## src/rtl/fll_pkg.sv

```systemverilog
// Shared types, state and verdict codes, and character classes for the
// float literal lexer. No dependencies.
`default_nettype none

package fll_pkg;

    typedef logic [4:0] t_state;
    typedef logic [2:0] t_verdict;
    typedef logic [7:0] t_char;

    localparam t_state ST_DEFAULT   = 5'd0;
    localparam t_state ST_SLASH     = 5'd1;
    localparam t_state ST_MLCOMMENT = 5'd2;
    localparam t_state ST_SLCOMMENT = 5'd3;
    localparam t_state ST_ASTERISK  = 5'd4;
    localparam t_state ST_CHAR      = 5'd5;
    localparam t_state ST_STRING    = 5'd6;
    localparam t_state ST_BS_CHAR   = 5'd7;
    localparam t_state ST_BS_STRING = 5'd8;
    localparam t_state ST_BLOCK     = 5'd9;
    localparam t_state ST_NUMBER    = 5'd10;
    localparam t_state ST_DECIMAL   = 5'd11;
    localparam t_state ST_DOTSTART  = 5'd12;
    localparam t_state ST_BEGINE    = 5'd13;
    localparam t_state ST_SIGN      = 5'd14;
    localparam t_state ST_EXP       = 5'd15;
    localparam t_state ST_LONG      = 5'd16;
    localparam t_state ST_FLOAT     = 5'd17;

    localparam t_verdict V_NONE   = 3'd0;
    localparam t_verdict V_DOUBLE = 3'd1;
    localparam t_verdict V_FLOAT  = 3'd2;
    localparam t_verdict V_LONG   = 3'd3;
    localparam t_verdict V_ERROR  = 3'd4;

    localparam t_char CH_0      = 8'h30;
    localparam t_char CH_9      = 8'h39;
    localparam t_char CH_UC_A   = 8'h41;
    localparam t_char CH_UC_Z   = 8'h5A;
    localparam t_char CH_LC_A   = 8'h61;
    localparam t_char CH_LC_Z   = 8'h7A;
    localparam t_char CH_UNDER  = 8'h5F;
    localparam t_char CH_LC_E   = 8'h65;
    localparam t_char CH_UC_F   = 8'h46;
    localparam t_char CH_LC_F   = 8'h66;
    localparam t_char CH_UC_L   = 8'h4C;
    localparam t_char CH_LC_L   = 8'h6C;
    localparam t_char CH_STAR   = 8'h2A;
    localparam t_char CH_BSLASH = 8'h5C;
    localparam t_char CH_SLASH  = 8'h2F;
    localparam t_char CH_SQUOTE = 8'h27;
    localparam t_char CH_DQUOTE = 8'h22;
    localparam t_char CH_DOT    = 8'h2E;
    localparam t_char CH_PLUS   = 8'h2B;
    localparam t_char CH_MINUS  = 8'h2D;
    localparam t_char CH_LF     = 8'h0A;
    localparam t_char CH_CR     = 8'h0D;

    function automatic logic is_digit(input t_char c);
        return (c >= CH_0) && (c <= CH_9);
    endfunction

    function automatic logic is_letter(input t_char c);
        return ((c >= CH_UC_A) && (c <= CH_UC_Z)) ||
               ((c >= CH_LC_A) && (c <= CH_LC_Z)) || (c == CH_UNDER);
    endfunction

    // State entered when a literal is closed by byte c.
    function automatic t_state after_literal(input t_char c);
        t_state s;
        if (is_letter(c))        s = ST_BLOCK;
        else if (c == CH_DQUOTE) s = ST_STRING;
        else if (c == CH_SQUOTE) s = ST_CHAR;
        else if (c == CH_SLASH)  s = ST_SLASH;
        else                     s = ST_DEFAULT;
        return s;
    endfunction

endpackage

`default_nettype wire

```

## src/rtl/fll_if.sv

```systemverilog
// Valid/ready channel interfaces for the float literal lexer.
// Depends on fll_pkg.
`default_nettype none

interface fll_in_if;
    logic            valid;
    logic            ready;
    fll_pkg::t_char  char_in;

    modport source (output valid, output char_in, input ready);
    modport sink   (input valid, input char_in, output ready);
endinterface

interface fll_out_if;
    logic              valid;
    logic              ready;
    logic              byte_valid;
    fll_pkg::t_char    byte_out;
    fll_pkg::t_verdict verdict;

    modport source (output valid, output byte_valid, output byte_out, output verdict,
                    input ready);
    modport sink   (input valid, input byte_valid, input byte_out, input verdict,
                    output ready);
endinterface

`default_nettype wire

```

## src/rtl/float_literal_lexer.sv

```systemverilog
// Float literal lexer top level: input register, next-state logic, result register.
// Depends on fll_pkg and fll_if.
//
// Usage:
//   i_in carries one source byte per transfer (char_in). o_out carries the
//   results: an echoed literal byte (verdict none), a literal verdict
//   (double, float, long double; byte_valid low, byte_out zero) or an error
//   with the offending byte. Bytes that echo nothing and close no literal
//   produce no transfer on o_out.
//   A transferred byte is held in the input register; its result, if any, is
//   loaded into the result register and offered on o_out from there.
//   Throughput: one byte per cycle, set by the combinational next-state
//   logic, unless a result-producing byte waits behind a stalled result.
//   Reset (synchronous, i_rst_n low) returns the scanner to its default state
//   and empties both registers.
//   When o_out stalls, a waiting result holds; one more byte may sit in the
//   input register, and bytes that produce no result still drain through.
//   i_in.ready drops only when a result-producing byte is stuck behind a
//   stalled result. There is no end-of-input flush.
`default_nettype none

module float_literal_lexer (
    input  wire       i_clk,
    input  wire       i_rst_n,
    fll_in_if.sink    i_in,
    fll_out_if.source o_out
);

    logic               r_in_valid;
    fll_pkg::t_char     r_in_char;
    fll_pkg::t_state    r_state;
    logic               r_out_valid;
    logic               r_out_bv;
    fll_pkg::t_char     r_out_byte;
    fll_pkg::t_verdict  r_out_verdict;

    fll_pkg::t_state    n_state;
    logic               res_hit;
    logic               res_bv;
    fll_pkg::t_verdict  res_verdict;
    logic               out_free;
    logic               proc;
    logic               c_digit;
    logic               c_letter;
    fll_pkg::t_char     c;

    assign c        = r_in_char;
    assign c_digit  = fll_pkg::is_digit(c);
    assign c_letter = fll_pkg::is_letter(c);

    always_comb begin
        n_state     = r_state;
        res_hit     = 1'b0;
        res_bv      = 1'b0;
        res_verdict = fll_pkg::V_NONE;
        unique case (r_state)
            fll_pkg::ST_SLASH: begin
                if (c == fll_pkg::CH_SQUOTE)      n_state = fll_pkg::ST_CHAR;
                else if (c == fll_pkg::CH_DQUOTE) n_state = fll_pkg::ST_STRING;
                else if (c == fll_pkg::CH_SLASH)  n_state = fll_pkg::ST_SLCOMMENT;
                else if (c == fll_pkg::CH_STAR)   n_state = fll_pkg::ST_MLCOMMENT;
                else if (!c_digit && !c_letter)   n_state = fll_pkg::ST_BLOCK;
                else if (c_digit) begin
                    n_state = fll_pkg::ST_NUMBER;
                    res_hit = 1'b1;
                    res_bv  = 1'b1;
                end
            end
            fll_pkg::ST_MLCOMMENT: begin
                if (c == fll_pkg::CH_STAR) n_state = fll_pkg::ST_ASTERISK;
            end
            fll_pkg::ST_ASTERISK: begin
                if (c == fll_pkg::CH_SLASH)     n_state = fll_pkg::ST_DEFAULT;
                else if (c != fll_pkg::CH_STAR) n_state = fll_pkg::ST_MLCOMMENT;
            end
            fll_pkg::ST_SLCOMMENT: begin
                if (c == fll_pkg::CH_LF || c == fll_pkg::CH_CR) n_state = fll_pkg::ST_DEFAULT;
            end
            fll_pkg::ST_CHAR: begin
                if (c == fll_pkg::CH_BSLASH)      n_state = fll_pkg::ST_BS_CHAR;
                else if (c == fll_pkg::CH_SQUOTE) n_state = fll_pkg::ST_DEFAULT;
            end
            fll_pkg::ST_BS_CHAR: n_state = fll_pkg::ST_CHAR;
            fll_pkg::ST_STRING: begin
                if (c == fll_pkg::CH_BSLASH)      n_state = fll_pkg::ST_BS_STRING;
                else if (c == fll_pkg::CH_DQUOTE) n_state = fll_pkg::ST_DEFAULT;
            end
            fll_pkg::ST_BS_STRING: n_state = fll_pkg::ST_STRING;
            fll_pkg::ST_BLOCK: begin
                if (c == fll_pkg::CH_SLASH)     n_state = fll_pkg::ST_SLASH;
                else if (!c_digit && !c_letter) n_state = fll_pkg::ST_DEFAULT;
            end
            fll_pkg::ST_NUMBER: begin
                res_hit = 1'b1;
                res_bv  = 1'b1;
                if (c_digit) begin
                    n_state = fll_pkg::ST_NUMBER;
                end else if (c == fll_pkg::CH_LC_E) begin
                    n_state = fll_pkg::ST_BEGINE;
                end else if (c == fll_pkg::CH_DOT) begin
                    n_state = fll_pkg::ST_DECIMAL;
                end else begin
                    n_state     = fll_pkg::after_literal(c);
                    res_verdict = fll_pkg::V_ERROR;
                end
            end
            fll_pkg::ST_DOTSTART: begin
                res_hit = 1'b1;
                res_bv  = 1'b1;
                if (c_digit) begin
                    n_state = fll_pkg::ST_DECIMAL;
                end else begin
                    n_state     = fll_pkg::after_literal(c);
                    res_verdict = fll_pkg::V_ERROR;
                end
            end
            fll_pkg::ST_DECIMAL, fll_pkg::ST_EXP: begin
                res_hit = 1'b1;
                res_bv  = 1'b1;
                if (c_digit) begin
                    n_state = r_state;
                end else if (r_state == fll_pkg::ST_DECIMAL && c == fll_pkg::CH_LC_E) begin
                    n_state = fll_pkg::ST_BEGINE;
                end else if (c == fll_pkg::CH_UC_F || c == fll_pkg::CH_LC_F) begin
                    n_state = fll_pkg::ST_FLOAT;
                end else if (c == fll_pkg::CH_UC_L || c == fll_pkg::CH_LC_L) begin
                    n_state = fll_pkg::ST_LONG;
                end else if (c_letter ||
                             (r_state == fll_pkg::ST_DECIMAL && c == fll_pkg::CH_DOT)) begin
                    n_state     = fll_pkg::ST_BLOCK;
                    res_verdict = fll_pkg::V_ERROR;
                end else begin
                    n_state     = fll_pkg::after_literal(c);
                    res_bv      = 1'b0;
                    res_verdict = fll_pkg::V_DOUBLE;
                end
            end
            fll_pkg::ST_BEGINE, fll_pkg::ST_SIGN: begin
                res_hit = 1'b1;
                res_bv  = 1'b1;
                if (r_state == fll_pkg::ST_BEGINE &&
                    (c == fll_pkg::CH_PLUS || c == fll_pkg::CH_MINUS)) begin
                    n_state = fll_pkg::ST_SIGN;
                end else if (c_digit) begin
                    n_state = fll_pkg::ST_EXP;
                end else begin
                    n_state     = fll_pkg::after_literal(c);
                    res_verdict = fll_pkg::V_ERROR;
                end
            end
            fll_pkg::ST_LONG, fll_pkg::ST_FLOAT: begin
                res_hit = 1'b1;
                if (c_digit || c_letter) begin
                    n_state     = fll_pkg::ST_BLOCK;
                    res_bv      = 1'b1;
                    res_verdict = fll_pkg::V_ERROR;
                end else begin
                    n_state     = fll_pkg::after_literal(c);
                    res_verdict = (r_state == fll_pkg::ST_LONG) ? fll_pkg::V_LONG
                                                                : fll_pkg::V_FLOAT;
                end
            end
            // Default state, and unused codes which act like it
            default: begin
                if (c == fll_pkg::CH_SLASH)       n_state = fll_pkg::ST_SLASH;
                else if (c == fll_pkg::CH_SQUOTE) n_state = fll_pkg::ST_CHAR;
                else if (c == fll_pkg::CH_DQUOTE) n_state = fll_pkg::ST_STRING;
                else if (c_digit) begin
                    n_state = fll_pkg::ST_NUMBER;
                    res_hit = 1'b1;
                    res_bv  = 1'b1;
                end else if (c == fll_pkg::CH_DOT) begin
                    n_state = fll_pkg::ST_DOTSTART;
                    res_hit = 1'b1;
                    res_bv  = 1'b1;
                end else if (c_letter) n_state = fll_pkg::ST_BLOCK;
                else                   n_state = fll_pkg::ST_DEFAULT;
            end
        endcase
    end

    // A registered byte retires unless it has a result and the result slot is stalled
    assign out_free   = !r_out_valid || o_out.ready;
    assign proc       = r_in_valid && (!res_hit || out_free);
    assign i_in.ready = !r_in_valid || proc;

    always_ff @(posedge i_clk) begin
        if (!i_rst_n) begin
            r_in_valid  <= 1'b0;
            r_state     <= fll_pkg::ST_DEFAULT;
            r_out_valid <= 1'b0;
        end else begin
            if (i_in.ready) begin
                r_in_valid <= i_in.valid;
            end
            if (proc) begin
                r_state <= n_state;
            end
            if (proc && res_hit) begin
                r_out_valid <= 1'b1;
            end else if (o_out.ready) begin
                r_out_valid <= 1'b0;
            end
        end
    end

    always_ff @(posedge i_clk) begin
        if (i_in.ready && i_in.valid) begin
            r_in_char <= i_in.char_in;
        end
        if (proc && res_hit) begin
            r_out_bv      <= res_bv;
            r_out_byte    <= res_bv ? c : 8'h00;
            r_out_verdict <= res_verdict;
        end
    end

    assign o_out.valid      = r_out_valid;
    assign o_out.byte_valid = r_out_bv;
    assign o_out.byte_out   = r_out_byte;
    assign o_out.verdict    = r_out_verdict;

endmodule

`default_nettype wire

```

## src/flat_wrapper.sv

```systemverilog
// flat-port wrapper written by rule: the top's interface ports become plain ports
module float_literal_lexer_flat 
  (i_clk, i_rst_n, i_in_valid, i_in_char_in, i_in_ready, o_out_valid, o_out_byte_valid, o_out_byte_out, o_out_verdict, o_out_ready);
  fll_in_if i_in_i ();
  fll_out_if o_out_i ();
  input  wire i_clk;
  input  wire i_rst_n;
  input wire logic [$bits(i_in_i.valid)-1:0] i_in_valid;
  input wire logic [$bits(i_in_i.char_in)-1:0] i_in_char_in;
  output wire logic [$bits(i_in_i.ready)-1:0] i_in_ready;
  output wire logic [$bits(o_out_i.valid)-1:0] o_out_valid;
  output wire logic [$bits(o_out_i.byte_valid)-1:0] o_out_byte_valid;
  output wire logic [$bits(o_out_i.byte_out)-1:0] o_out_byte_out;
  output wire logic [$bits(o_out_i.verdict)-1:0] o_out_verdict;
  input wire logic [$bits(o_out_i.ready)-1:0] o_out_ready;
  assign i_in_i.valid = i_in_valid;
  assign i_in_i.char_in = i_in_char_in;
  assign i_in_ready = i_in_i.ready;
  assign o_out_valid = o_out_i.valid;
  assign o_out_byte_valid = o_out_i.byte_valid;
  assign o_out_byte_out = o_out_i.byte_out;
  assign o_out_verdict = o_out_i.verdict;
  assign o_out_i.ready = o_out_ready;
  float_literal_lexer u_core (.i_clk(i_clk), .i_rst_n(i_rst_n), .i_in(i_in_i), .o_out(o_out_i));
endmodule
```

## config.mk

```make
export PLATFORM = sky130hd
export DESIGN_NAME = float_literal_lexer_flat
export DESIGN_NICKNAME = d
export VERILOG_FILES = /design/src/rtl/fll_pkg.sv /design/src/rtl/fll_if.sv /design/src/rtl/float_literal_lexer.sv /design/src/flat_wrapper.sv
export SDC_FILE = /design/constraint.sdc
export NUM_CORES = 1
export LEC_CHECK = 0
export BUFFER_PORTS_ARGS = -buffer_cell sky130_fd_sc_hd__buf_2
export CORE_MARGIN = 8
export CORE_UTILIZATION = 45
export CTS_CLUSTER_DIAMETER = 80
export DETAILED_ROUTE_END_ITERATION = 7
export PLACE_DENSITY = 0.75
export SYNTH_ARGS = -nofsm -noshare
export SYNTH_HDL_FRONTEND = slang
export SYNTH_SLANG_ARGS = --single-unit
```

## constraint.sdc

```tcl
create_clock -name i_clk -period 2.5 [get_ports i_clk]
set_input_delay 0.25 -clock i_clk [delete_from_list [all_inputs] [get_ports i_clk]]
set_output_delay 0.25 -clock i_clk [all_outputs]
set_load 0.005 [all_outputs]
```

* Yosys cells after proc, flatten, opt, wreduce, memory -nomap -nowiden
Index checks and enable logic that the tools add are counted.
Storage, ports and cells: register bits 27, bits of input ports 12, output and inout port bits 14, word-level logic and storage cells 162
Cells by class: equality and inequality tests 42, reductions and logical operators 34, magnitude comparators 6, multiplexer cells 73
Operators by type and width (number):
- 5-bit two-way mux | 36
- 5-bit case mux with 14 select lines | 1
- 8-bit by 6-bit equality test with 1-bit output (second input constant) | 7
- 8-bit by 7-bit equality test with 1-bit output (second input constant) | 7
- 5-bit by 4-bit equality test with 1-bit output (second input constant) | 8
- 3-bit two-way mux | 11
- 1-bit two-way mux | 21
- 5-bit by 3-bit equality test with 1-bit output (second input constant) | 4
- 8-bit by 4-bit equality test with 1-bit output (second input constant) | 2
- 8-bit by 7-bit greater-or-equal comparator with 1-bit output (second input constant) | 2
- 8-bit by 7-bit less-or-equal comparator with 1-bit output (second input constant) | 2
- 8-bit OR reduction | 2
- 3-bit case mux with 5 select lines | 1
- 3-bit by 1-bit inequality test with 1-bit output (second input constant) | 4
- 1-bit logical OR | 11
- 5-bit by 2-bit equality test with 1-bit output (second input constant) | 2
- 5-bit equality test (second input constant) | 2
- 1-bit logical AND | 10
- 9-bit AND reduction | 1
- 8-bit by 6-bit greater-or-equal comparator with 1-bit output (second input constant) | 1
- 8-bit by 6-bit less-or-equal comparator with 1-bit output (second input constant) | 1
- 8-bit by 6-bit inequality test with 1-bit output (second input constant) | 1
- 7-bit by 1-bit inequality test with 1-bit output (second input constant) | 1
- 2-bit OR reduction | 3
- other kinds (9) | 14

* Longest topological paths before layout
depth after elaboration 17, mapped depth 9, depth with buffers taken out 7

* Least setup slack after synthesis
No wires, ideal clock.
path kind register to register, from register u_core.r_in_char[5] (netlist: u_core.c[5]), to register u_core.r_out_byte[0] (netlist: u_core.o_out.byte_out[0]), enable pin, setup time 0.380 ns, path slack -0.004 ns, buffers on the path 0, cell stages (with the launch flop) 7, required time 2.120 ns, arrival 2.124 ns, period minus slack after synthesis 2.504 ns, cell sequence edfxtp_1 -> and4bb_2 -> a211o_1 -> or2_2 -> o211ai_2 -> nand2_1 -> nor2_1
On the way: cells in the longest elaborated chain, start to end 16, elaborated cells between the ends (all ways) 36, those cells by class order compare: 6; eq/ne: 6; mux: 12; reduce/logical: 12
RTL lines:
- start: declaration | line float_literal_lexer.sv:30 | fll_pkg::t_char r_in_char;
- start signal: assignment | line float_literal_lexer.sv:209 | r_in_char <= i_in.char_in;
- 8-bit by 7-bit greater-or-equal comparator with 1-bit output (tied with other cells) | line fll_pkg.sv:64 | return ((c >= CH_UC_A) && (c <= CH_UC_Z)) ||
- 1-bit logical AND (on tied branches) | line fll_pkg.sv:64, fll_pkg.sv:65
- 1-bit logical OR | line fll_pkg.sv:64
- 1-bit logical OR | line fll_pkg.sv:65 | ((c >= CH_LC_A) && (c <= CH_LC_Z)) || (c == CH_UNDER);
- 1-bit zero test | line float_literal_lexer.sv:62 | else if (!c_digit && !c_letter) n_state = fll_pkg::ST_BLOCK;
- 1-bit logical AND | line float_literal_lexer.sv:62
- 1-bit two-way mux | line float_literal_lexer.sv:62
- 1-bit two-way mux | line float_literal_lexer.sv:61 | else if (c == fll_pkg::CH_STAR) n_state = fll_pkg::ST_MLCOMMENT;
- 1-bit two-way mux | line float_literal_lexer.sv:60 | else if (c == fll_pkg::CH_SLASH) n_state = fll_pkg::ST_SLCOMMENT;
- 1-bit two-way mux | line float_literal_lexer.sv:59 | else if (c == fll_pkg::CH_DQUOTE) n_state = fll_pkg::ST_STRING;
- 1-bit two-way mux | line float_literal_lexer.sv:58 | if (c == fll_pkg::CH_SQUOTE) n_state = fll_pkg::ST_CHAR;
- 1-bit case mux with 3 select lines (*) | line float_literal_lexer.sv:56 | unique case (r_state)
- 1-bit zero test | line float_literal_lexer.sv:184 | assign proc = r_in_valid && (!res_hit || out_free);
- 1-bit logical OR | line float_literal_lexer.sv:184
- 1-bit logical AND | line float_literal_lexer.sv:184
- 1-bit logical AND (*) | line float_literal_lexer.sv:211 | if (proc && res_hit) begin
- end signal: assignment | line float_literal_lexer.sv:213 | r_out_byte <= res_bv ? c : 8'h00;
- end: declaration | line float_literal_lexer.sv:34 | fll_pkg::t_char r_out_byte;
Mark *: on every way between the ends. The rest lies on a longest branch, timed or not. A chain may end at the register's enable or synchronous reset.

* Final worst setup path
from register u_core.r_in_char[1] (netlist: u_core.c[1]), to output i_in_ready
On the way: cells in the longest elaborated chain, start to end 16, elaborated cells between the ends (all ways) 36, those cells by class order compare: 6; eq/ne: 6; mux: 12; reduce/logical: 12
RTL lines:
- 8-bit by 7-bit greater-or-equal comparator with 1-bit output (tied with other cells) | line fll_pkg.sv:64
- 1-bit logical AND (on tied branches) | line fll_pkg.sv:64, fll_pkg.sv:65
- 1-bit logical OR | line fll_pkg.sv:64
- 1-bit logical OR | line fll_pkg.sv:65
- 1-bit zero test | line float_literal_lexer.sv:62
- 1-bit logical AND | line float_literal_lexer.sv:62
- 1-bit two-way mux | line float_literal_lexer.sv:62
- 1-bit two-way mux | line float_literal_lexer.sv:61
- 1-bit two-way mux | line float_literal_lexer.sv:60
- 1-bit two-way mux | line float_literal_lexer.sv:59
- 1-bit two-way mux | line float_literal_lexer.sv:58
- 1-bit case mux with 3 select lines (*) | line float_literal_lexer.sv:56
- 1-bit zero test (*) | line float_literal_lexer.sv:184
- 1-bit logical OR (*) | line float_literal_lexer.sv:184
- 1-bit logical AND (*) | line float_literal_lexer.sv:184
- 1-bit logical OR (*) | line float_literal_lexer.sv:185 | assign i_in.ready = !r_in_valid || proc;
- end: declaration | line flat_wrapper.sv:10 | output wire logic [$bits(i_in_i.ready)-1:0] i_in_ready;
Marks and branches as above.

==> results.txt <==
- The critical path is of the register to output pin type.
* End-of-flow core utilization: 60.1%
* Number of failing setup endpoints in the final timing report: 0
- Site Rows: 24
- Share of cell area taken by muxes after synthesis: 2.48%
- OpenSTA, run right after detailed placement, puts the worst setup slack at 0.0724 ns.
- Logic depth of the worst register-to-register path: 7
- Setup TNS: 0 ns
- Summing the areas of all and, or, nand and nor instances in the mapped netlist gives 32.6% of the synthesized area.
- The clock reaches the later pin of the worst-skew pair after 0.28 ns.
- For this run, design rule violations remaining after detail routing come to 0.
- The analysis attributes to cell leakage a power of 0.996 nW.
- Synthesis inferred 27 register bits.
- Overflow left after global routing: 0
- PD cells: approximately 430 mW/mm^2
* Actual transition at the worst max-transition pin: a little under 0.5 ns
- Worst vdd rail ir drop: 287 uV
- Type of the tightest min-delay check: primary input to register
- Final Max Tran Viols: 0
- Main synth FF type: sky130_fd_sc_hd__edfxtp_1
- Root buf cell: sky130_fd_sc_hd__clkbuf_8
- Final Hold Violating Endpoints: 0
- Final setup margin: roughly 0.047 ns
- Storage cell area: 742 sq um
- Met3 WL post-DR: 503 microns
* Area of the multi-input gates: 0.00131 sq mm
- Post-layout minimum cycle time: 2.45 ns
- The via count of the first global-routing pass is 1924.
* Ratio of final minimum period to clock period: 98.1%
- Buffers added on ports: 25
- H-tree depth: 1
- Along the worst path, the maximum fanout reaches 4.
* Tot GR Track Use: 16.7%
* Antenna violations before repair: 0
- Worst min-delay path startpoint: i_in_char_in[2]
- In this run, placement finished with an instance count of roughly 320.
- In the final routing, the length of wire on met1 measures 2680 microns.
- Count of nets after finishing: 300
- Gate Count Post-Synth: 230
- Max layer used: met4
- Destination of the worst hold path: u_core.c[2]$_DFFE_PP_
- Routed Antenna Nets: 0
- In this run the standard cell core region covers 0.00438 sq mm.
- The filler cells instantiated in the layout total 368.
- Post-detailed-route wirelength per cell: 18.6 microns
- The share of the Yosys chip area taken by registers is 35.8%.
* Wire length on met2: roughly 3000 microns
- Maximum Capacitance Violations: 0
- The detailed router finished its first iteration with 307 violations.
- The synthesized netlist devotes 22.5% of its cell area to compound gates.
* Synth Cell Area: roughly 0.0021 sq mm
- In this run the register-to-register setup slack is about 0.080 ns.
- Library cells used by synthesis: 66
- For this configuration, the core starts out at a cell density of 47.2%.
- Mapped Avg Cell Area: 9.00 sq um
- Static timing analysis puts the maximum clock frequency at slightly above 400 MHz.
* Area grow syn2layout: 27.3%
- The synthesized netlist devotes less than 1% of its cell area to adder and majority cells.
- Wires add up to 6310 microns.
* Pre-Repair DR Iteration Count: 5
- Entering global routing, the biggest net connects 18 pins.
- When the netlist entered floorplanning its net count stood at between 200 and 250.
- Combinational family with the most area after synthesis: simple AND/OR/NAND/NOR gates
- TritonCTS built the clock tree.
- TritonCTS sink count: 27
- Post-Route Skew: between 0.004 and 0.005 ns
- Global-route wire length before repair: between 9000 and 10000 microns
- For the worst setup path, the data required time is 2.25 ns.
* Boundary Pins: 26
- Number of flops mapped to enable cells by yosys: 20
- Die width: approximately 84 microns
- Detailed placer's ending HPWL: roughly 4700 microns
- Commonest cells after routing, fill and taps aside: sky130_fd_sc_hd__buf_4, sky130_fd_sc_hd__buf_2, sky130_fd_sc_hd__nor2_1, sky130_fd_sc_hd__edfxtp_1
* Average via count per standard cell: roughly 6.4
* End of the worst register-to-register path: u_core.r_state[1]$_SDFFE_PN0P_
- Status: finished clean
- The Yosys step of the flow raised 0 warnings.
- Launch point of the worst reg-to-reg path: u_core.c[1]$_DFFE_PP_
* Fraction of final layout cells with drive strength greater than 1: 36.2%
- Y dimension of the die: 83.8 microns
* Clock slew seen by the registers of the worst setup and hold paths: 0.10 ns
* Kind of start point of the critical path: register
* Slew Limit Headroom: 67.9%
- Counting the buffers created by CTS gives 3.
- Xor and xnor fraction of the mapped netlist area: around 1.7%
- Post-synth ARST share: 0%
* Hold buffer count at CTS: 0
* Number of vias after detailed routing: 2180
- Critical path arrival: approximately 2.2 ns
- Most frequent standard cell in the layout excluding fill and tap cells: sky130_fd_sc_hd__buf_4
- Final cell count without fillers: 339
- The clock passes through at most 2 buffers.
- The repair_antennas step left the layout with diodes totalling 0.
- Die footprint: 0.00703 sq mm
- Instance count along the most critical hold path: 1
- STA classifies the critical path endpoint as an output pin.
- RePlAce Congestion: 1.03
how the worst max path moves through the flow:
stage | from | end | slack, ns | cells past startpoint
3_5_place_dp | u_core.c[7]$_DFFE_PP_ | u_core.r_state[1]$_SDFFE_PN0P_ | 0.07 | 7
5_1_grt | u_core.c[1]$_DFFE_PP_ | u_core.r_state[1]$_SDFFE_PN0P_ | -0.03 | 7
3_3_place_gp | u_core.c[5]$_DFFE_PP_ | u_core.r_state[1]$_SDFFE_PN0P_ | 0.07 | 7
4_1_cts | u_core.c[1]$_DFFE_PP_ | i_in_ready | 0.01 | 8
2_1_floorplan | u_core.c[5]$_DFFE_PP_ | u_core.o_out.byte_out[0]$_SDFFCE_PN0P_ | 0.17 | 6
6_report | u_core.c[1]$_DFFE_PP_ | i_in_ready | 0.05 | 8
metrics by stage:
stage,power [W],hold WS (ns),cell area (sq um)
2_1_floorplan,0.000733,0.349,2070
3_3_place_gp,0.000842,0.427,2430
3_5_place_dp,0.000840,0.428,2430
4_1_cts,0.00111,0.138,2520
5_1_grt,0.00119,0.126,2640
6_report,0.00115,0.140,2640
final cells by class:
cell class | count | area share (%)
Tap cell | 52 | 2.47
Inverter | 3 | 0.427
Sequential cell | 27 | 28.1
Timing Repair Buffer | 67 | 17.3
Clock buffer | 3 | 1.57
Clock inverter | 1 | 0.332
Multi-Input combinational cell | 186 | 49.7
sequential cells by signal, summed over array words and instances (netlist names):
| signal | flops |
|---|---|
| u_core.o_out.byte_out | 8 |
| u_core.o_out.verdict | 3 |
| u_core.r_state | 5 |
| u_core.r_in_valid | 1 |
| u_core.c | 8 |
| u_core.o_out.valid | 1 |
| u_core.o_out.byte_valid | 1 |
synthesized netlist by cell type, drive strengths merged, types with 4 or more instances:
cell type,n,area (sq um)
o22ai,4,25.0
dfxtp,7,140
nand2b,4,25.0
o211ai,4,35.0
o21ai,12,60.1
nor2,25,101
or3,4,25.0
or2,5,33.8
nor3,9,56.3
and2,6,37.5
a31oi,7,43.8
mux2i,4,40.0
nor2b,10,62.6
nand2,13,48.8
nand3,13,65.1
o31ai,4,30.0
buf,7,55.1
clkbuf,7,26.3
a21oi,10,50.1
edfxtp,20,601
logic make-up (layout without fill, tap and decap cells):
kind of cell,after synthesis,count (layout)
AND/OR/NAND/NOR,112,112
AO/OA/AOI/OAI,64,64
flip-flops,27,27
buffers and inverters,17,74
multiplexers,5,5
XOR/XNOR,4,4
adder cells (fa/ha/maj),1,1
power by group:
part           internal, W  switching, W
logic             0.000157      0.000191
registers         0.000502     0.0000261
clock network     0.000117      0.000152
layer usage:
| metal | track usage [%] | vias to the layer above |
|---|---|---|
| li1 | - | 1002 |
| met1 | 22.4 | 1014 |
| met2 | 26.6 | 145 |
| met3 | 2.05 | 19 |
| met4 | 5.97 | 0 |
| met5 | 0 | - |
critical path, cell delays in order, from the launching register on:
cell,delay [ns]
sky130_fd_sc_hd__edfxtp_1,0.45
sky130_fd_sc_hd__buf_4,0.17
sky130_fd_sc_hd__and4bb_2,0.25
sky130_fd_sc_hd__a211o_1,0.34
sky130_fd_sc_hd__or2_4,0.25
sky130_fd_sc_hd__o211ai_4,0.11
sky130_fd_sc_hd__buf_6,0.13
sky130_fd_sc_hd__nand3_1,0.07
sky130_fd_sc_hd__buf_2,0.15
timing repair:
item,in CTS,in global routing
pin swaps,0,2
resized for setup,2,16
endpoints found under the setup margin,1,21
buffers inserted,4,7
Note: power is estimated with default switching activity, not from simulation.
